===== config.mk =====
export PLATFORM = sky130hd
export DESIGN_NAME = gspe_weight
export DESIGN_NICKNAME = d
export VERILOG_FILES = /design/src/design/gspe_pkg.sv /design/src/design/gspe_weight.sv
export SDC_FILE = /design/constraint.sdc
export NUM_CORES = 2
export LEC_CHECK = 0
export BUFFER_PORTS_ARGS = -buffer_cell sky130_fd_sc_hd__buf_2
export CELL_PAD_IN_SITES_DETAIL_PLACEMENT = 1
export CELL_PAD_IN_SITES_GLOBAL_PLACEMENT = 1
export CORE_MARGIN = 10
export CORE_UTILIZATION = 27
export DETAILED_ROUTE_END_ITERATION = 12
export PLACE_DENSITY_LB_ADDON = 0.1
export SETUP_SLACK_MARGIN = 0.2
export SLEW_MARGIN = 20
export SYNTH_ARGS = -nofsm -noshare
export SYNTH_HDL_FRONTEND = slang
export SYNTH_SLANG_ARGS = --single-unit

===== constraint.sdc =====
create_clock -name clk -period 6.9 [get_ports clk]
set_clock_uncertainty 0.2 [all_clocks]
set_input_delay 0.69 -clock clk [delete_from_list [all_inputs] [get_ports clk]]
set_output_delay 0.69 -clock clk [all_outputs]
set_load 0.03 [all_outputs]

===== src/design/gspe_pkg.sv =====
`timescale 1ns / 1ps

package gspe_pkg;

  // Field and datapath widths
  localparam int POS_W   = 16;
  localparam int COEF_W  = 32;
  localparam int GAIN_W  = 16;
  localparam int COLOR_W = 64;
  localparam int CH_W    = 16;
  localparam int CFG_IDX_W = 8;

  // Quadratic form: Q.32 sums, clamped q
  localparam int SUM_W = 54;
  localparam int Q_W   = 40;
  localparam logic signed [SUM_W-1:0] Q_MAX = 54'sd274877906944;   // +64.0 in Q.32
  localparam logic signed [SUM_W-1:0] Q_MIN = -54'sd274877906944;  // -64.0 in Q.32

  // Exponent path
  localparam int MUL_W = 57;
  localparam int U_W   = 41;
  localparam int N_W   = 9;
  localparam int FRAC_W = 32;
  localparam logic signed [17:0] HALF_LOG2E = 18'sd47274;  // log2(e)/2 in Q0.16
  localparam int ROM_W = 33;
  localparam int P_W   = 49;
  localparam int SH_W  = 10;
  localparam int W_W   = 17;
  localparam logic [W_W-1:0] W_ONE = 17'd65536;

  localparam int EXP_TABLE_DEPTH_DEF = 64;

  localparam logic [63:0] ONE_Q32 = 64'h0000_0001_0000_0000;
  localparam logic [63:0] LN2_Q32 = 64'd2977044472;

  // Register map
  localparam logic [CFG_IDX_W-1:0] REG_COEF_XX    = 8'd0;
  localparam logic [CFG_IDX_W-1:0] REG_COEF_XY    = 8'd1;
  localparam logic [CFG_IDX_W-1:0] REG_COEF_YY    = 8'd2;
  localparam logic [CFG_IDX_W-1:0] REG_COEF_X     = 8'd3;
  localparam logic [CFG_IDX_W-1:0] REG_COEF_Y     = 8'd4;
  localparam logic [CFG_IDX_W-1:0] REG_COEF_CONST = 8'd5;
  localparam logic [CFG_IDX_W-1:0] REG_PEAK_GAIN  = 8'd6;
  localparam logic [CFG_IDX_W-1:0] REG_COLOR_RGBA = 8'd7;

  localparam logic [GAIN_W-1:0] PEAK_GAIN_RST = 16'd16384;

  typedef struct packed {
    logic signed [COEF_W-1:0] xx;
    logic signed [COEF_W-1:0] xy;
    logic signed [COEF_W-1:0] yy;
    logic signed [COEF_W-1:0] x;
    logic signed [COEF_W-1:0] y;
    logic signed [COEF_W-1:0] cst;
  } coef_t;

  // e^-y for y in Q.32 by the truncated series sum (-y)^k/k!, k = 0..24.
  // Used only to build the constant exponent table.
  function automatic logic [ROM_W-1:0] exp_neg_q32(input logic [63:0] y);
    logic [63:0] term;
    logic [63:0] pos;
    logic [63:0] neg;
    logic [63:0] r;
    term = ONE_Q32;
    pos  = ONE_Q32;
    neg  = 64'd0;
    term = ((term * y) >> 32) / 64'd1;  neg = neg + term;
    term = ((term * y) >> 32) / 64'd2;  pos = pos + term;
    term = ((term * y) >> 32) / 64'd3;  neg = neg + term;
    term = ((term * y) >> 32) / 64'd4;  pos = pos + term;
    term = ((term * y) >> 32) / 64'd5;  neg = neg + term;
    term = ((term * y) >> 32) / 64'd6;  pos = pos + term;
    term = ((term * y) >> 32) / 64'd7;  neg = neg + term;
    term = ((term * y) >> 32) / 64'd8;  pos = pos + term;
    term = ((term * y) >> 32) / 64'd9;  neg = neg + term;
    term = ((term * y) >> 32) / 64'd10; pos = pos + term;
    term = ((term * y) >> 32) / 64'd11; neg = neg + term;
    term = ((term * y) >> 32) / 64'd12; pos = pos + term;
    term = ((term * y) >> 32) / 64'd13; neg = neg + term;
    term = ((term * y) >> 32) / 64'd14; pos = pos + term;
    term = ((term * y) >> 32) / 64'd15; neg = neg + term;
    term = ((term * y) >> 32) / 64'd16; pos = pos + term;
    term = ((term * y) >> 32) / 64'd17; neg = neg + term;
    term = ((term * y) >> 32) / 64'd18; pos = pos + term;
    term = ((term * y) >> 32) / 64'd19; neg = neg + term;
    term = ((term * y) >> 32) / 64'd20; pos = pos + term;
    term = ((term * y) >> 32) / 64'd21; neg = neg + term;
    term = ((term * y) >> 32) / 64'd22; pos = pos + term;
    term = ((term * y) >> 32) / 64'd23; neg = neg + term;
    term = ((term * y) >> 32) / 64'd24; pos = pos + term;
    r = (pos > neg) ? (pos - neg) : 64'd0;
    if (r > ONE_Q32) begin
      r = ONE_Q32;
    end
    return r[ROM_W-1:0];
  endfunction

endpackage


===== src/design/gspe_weight.sv =====
`timescale 1ns / 1ps

// Weight w = gain * 2^-(q*log2(e)/2), saturated to [0, 1] in Q.16.
// Five stages: scale, split, table, gain multiply, shift and saturate.
module gspe_weight #(
  parameter int EXP_TABLE_DEPTH = gspe_pkg::EXP_TABLE_DEPTH_DEF
) (
  input  logic                             clk,
  input  logic                             rst,
  input  logic [gspe_pkg::GAIN_W-1:0]      peak_gain,
  input  logic                             q_valid,
  output logic                             q_ready,
  input  logic signed [gspe_pkg::Q_W-1:0]  q,
  output logic                             w_valid,
  input  logic                             w_ready,
  output logic [gspe_pkg::W_W-1:0]         w
);
  import gspe_pkg::*;

  localparam int NST   = 5;
  localparam int IDX_W = (EXP_TABLE_DEPTH > 1) ? $clog2(EXP_TABLE_DEPTH) : 1;
  localparam int IP_W  = FRAC_W + IDX_W;
  localparam int SHA_W = $clog2(P_W);

  logic [NST-1:0] vld;
  logic [NST-1:0] en;

  // 2^(-i/D) in Q.32
  logic [ROM_W-1:0] rom [EXP_TABLE_DEPTH];

  for (genvar i = 0; i < EXP_TABLE_DEPTH; i++) begin : g_rom
    localparam logic [63:0] Y = (64'(i) * LN2_Q32) / EXP_TABLE_DEPTH;
    assign rom[i] = exp_neg_q32(Y);
  end

  logic signed [MUL_W-1:0] u_prod;
  logic signed [U_W-1:0]   u;
  logic [IP_W-1:0]         idx_prod;
  logic signed [N_W-1:0]   n6, n7, n8;
  logic [IDX_W-1:0]        idx;
  logic [ROM_W-1:0]        rom_val;
  logic [P_W-1:0]          p;
  logic signed [SH_W-1:0]  sh;
  logic [P_W-1:0]          p_sh;
  logic [W_W-1:0]          w_next;

  always_comb begin
    en[NST-1] = !vld[NST-1] || w_ready;
    for (int i = NST - 2; i >= 0; i--) begin
      en[i] = !vld[i] || en[i+1];
    end
  end

  assign q_ready = en[0];
  assign w_valid = vld[NST-1];

  always_ff @(posedge clk) begin
    if (rst) begin
      vld <= '0;
    end else begin
      if (en[0]) begin
        vld[0] <= q_valid;
      end
      for (int i = 1; i < NST; i++) begin
        if (en[i]) begin
          vld[i] <= vld[i-1];
        end
      end
    end
  end

  // stage 1: u = floor(q * log2(e)/2) in Q.32, constant multiplier
  assign u_prod = q * HALF_LOG2E;

  always_ff @(posedge clk) begin
    if (en[0]) begin
      u <= U_W'(u_prod >>> 16);
    end
  end

  // stage 2: integer part and table index from the fraction
  assign idx_prod = IP_W'(u[FRAC_W-1:0]) * IP_W'(EXP_TABLE_DEPTH);

  always_ff @(posedge clk) begin
    if (en[1]) begin
      n6  <= u[U_W-1:FRAC_W];
      idx <= idx_prod[IP_W-1:FRAC_W];
    end
  end

  // stage 3: table read
  always_ff @(posedge clk) begin
    if (en[2]) begin
      rom_val <= rom[idx];
      n7      <= n6;
    end
  end

  // stage 4: gain times fractional power, Q.46
  always_ff @(posedge clk) begin
    if (en[3]) begin
      p  <= peak_gain * rom_val;
      n8 <= n7;
    end
  end

  // stage 5: shift down by 30 + n and saturate to 1.0
  assign sh   = SH_W'(n8) + SH_W'(30);
  assign p_sh = p >> sh[SHA_W-1:0];

  always_comb begin
    if (p == '0) begin
      w_next = '0;
    end else if (sh < 0) begin
      w_next = W_ONE;
    end else if (sh >= SH_W'(P_W)) begin
      w_next = '0;
    end else if (p_sh > P_W'(W_ONE)) begin
      w_next = W_ONE;
    end else begin
      w_next = p_sh[W_W-1:0];
    end
  end

  always_ff @(posedge clk) begin
    if (en[4]) begin
      w <= w_next;
    end
  end

endmodule


==> qor.txt <==
Status: finished clean
Cts hold-fix bufs: 0
Die width: 390 um
Vias in the first global route: 31800
Largest net degree at the start of global routing: 75
Worst-case clock buffer depth: 2
CP Class: reg -> reg
Worst EP required: 6920 ps
Detailed Route Iter0 Violations: 1290
Drt drc: 0
Netlist cell types: 79
Final setup violating endpoints: 0
Gpl congestion: 0.802
Drt pass-1 iters: 6
YS warnings: 0
#FFs+latches synth: 152
Setup repair after global routing missed its margin: true
Slew @ Worst Pin: 1060 ps
CP peak stage delay: 560 ps
Max frequency: 0.149 GHz
Starting Density: 27.2%
Most frequent CP cell: fa_1
Num CTS Buffers: 17
# diodes: 0
Core Util, Final: 32.0%
Proportion of layout cells with a drive suffix above 1: 16.7%
Multi-input gate area: 28900 sq um
Sequential area share after synthesis: 12.2%
Worst path slowest cell: fa_1
Hold WS: 214 ps
Top cells by count, synth: inv_1 (922), fa_1 (659), nand2_1 (518), ha_1 (370), and2_1 (220)
Crit path cell chain: and2_4 -> fa_1 -> fa_2 -> fa_1 -> fa_1 -> fa_1 -> inv_1 -> fa_1 -> inv_2 -> ha_4 -> buf_6 -> nand3_4 -> nor2_4 -> o211ai_1 -> buf_4 -> a211oi_2 -> buf_4 -> o211ai_1 -> o2111ai_2 -> nand4_1 -> a31oi_1 -> buf_4 -> mux2i_1 -> a221oi_2
GRT Overall Usage: 15.6%
Placed cell count: 6020
Avg Cell Area, Syn: 9.21 sq um
IO Count: 79
Synth top area share: 35.7%
Min cycle time layout: 6730 ps
Post-Syn Instances: 4010
CP max FO: 3
Fin crit share: 97.5%
EDFF count, synth: 147
FILL cells: 15600
GRT overflow: 0
DR vias: 28200
Mapped Nets: 5099
Setup crit start kind: flip-flop
Hold Crit Class: reg -> reg
Die ar.: 152000 sq um
Placed instance area: 41500 sq um
Count leader, synth: inv_1
Total Routed Length: 118000 um
Final hold violations: 0
H-tree depth: 4
Initial antenna violation count: 6
Clock Sinks: 152
DP HPWL: 100000 um
Vias per inst: 4.62
Seq. cell area: 4510 sq um
Max-slew violation count: 0
Final Instance Area: 43400 sq um
Post-route insts no fill: 6104
Port bufs: 78
Relative slew slack: 29.4%
Nets: 5399
CTS tree: built
Clock Tree Root: clkbuf_16
# Max-Cap Violations: 0
Top cells by area, synth: fa_1 (36%), ha_1 (13%), edfxtp_1 (12%)
WL/cell: 19.3 um
Setup crit end kind: flip-flop
Main synth FF type: edfxtp_1
Synth area leader: fa_1
Clock Pin Slew Worst Setup and Hold Paths: 80 ps
Die H: 390 um
Mapped Area: 36900 sq um
Clk Latency, worst-skew pair: 490 ps
Synth-to-layout area growth: 17.5%
WP data arrival: 6750 ps
CORE AREA: 136000 sq um
Cell row count: 135
Async SR Flop Fraction: 0%
DRT antenna net count: 0
First-pass GRT wire length: 188000 um
[cells by family (layout without fill, tap and decap cells)]
kind of cell,after synthesis,count (layout),synth area share [%]
AND/OR/NAND/NOR,1059,1059,13.4
AO/OA/AOI/OAI,484,484,8.23
buffers and inverters,1106,1419,11.4
XOR/XNOR,84,84,2.04
adder cells (fa/ha/maj),1029,1029,48.2
multiplexers,96,96,4.43
flip-flops,152,152,12.2
[routing by layer]
metal	global-route usage, %	share of wire [%]	vias to the layer above
met1	21.0	46	14600
met2	27.6	50	363
met4	3.05	1.5	2
li1	-	-	13200
met3	1.07	2.2	84
met5	0	0.011	-
[final timing paths]
path,start,depth (start not counted),end,slack [ps]
hold reg to reg,n7[0],0,n8[0],210
setup / recovery,rom_val[1],24,p[47],170
setup reg to reg,rom_val[1],24,p[47],170
hold / removal,n7[0],0,n8[0],210
[worst max-delay path, delay by kind of cell (launching register included)]
kind / cells / cell delay (ps)
flops: 1 / 510
compound gates: 6 / 860
fa+ha+maj: 7 / 3370
buf+inv: 6 / 730
mux: 1 / 210
simple gates: 4 / 570
[metrics by stage]
| stage | TNS (ps) | setup WS [ps] |
|---|---|---|
| 2_1_floorplan | 0 | 199 |
| 3_3_place_gp | -13110 | -641 |
| 3_5_place_dp | -13990 | -649 |
| 4_1_cts | 0 | 28.0 |
| 5_1_grt | -98.2 | -98.2 |
| 6_report | 0 | 174 |
[cell type report]
class	instances	share of cell area, %
multi-input cells	2752	66.5
flip-flops and latches	152	10.4
inverters	925	8.00
well taps	1781	5.13
clock inverters	15	0.398
clock buffers	17	0.980
repair buffers	462	8.56
[sequential cells by signal (all words and copies together) (netlist names)]
register	count
idx	6
n6	9
p	49
n7	9
w	17
rom_val	33
vld	5
n8	9
u	15
[timing repair]
| item | 4_1_cts | 5_1_grt |
|---|---|---|
| pin swaps | 47 | 101 |
| cloned | 1 | 2 |
| resized for setup | 68 | 133 |
| setup buffers | 16 | 33 |
| setup endpoints to repair | 33 | 32 |
| hold endpoints to repair | 0 | 0 |
[cells in the final DEF (no fill, tap or decap), types with 11 or more instances in the layout]
cell type	instances
ha_1	353
nor4_1	14
buf_12	21
xor2_1	26
a21oi_1	136
edfxtp_1	147
nor2b_1	12
buf_6	27
a31oi_1	22
o21bai_1	11
nor3_1	29
nor2_2	13
inv_2	27
xnor2_1	56
ha_4	15
o21a_1	14
and3_1	16
buf_2	72
o21ai_1	11
o22ai_1	14
and2_1	202
o21ai_0	100
o31ai_1	11
mux4_2	53
mux2i_1	33
and2_4	18
buf_4	334
o211ai_1	17
fa_2	23
a21o_1	25
nand4_1	22
clkbuf_16	19
nand2_1	514
fa_1	636
nor2_1	126
a211oi_1	21
nand3_1	39
inv_1	896
Power is not shown: default switching activity piles up to over one toggle a cycle in this logic, so the estimate is an artifact.
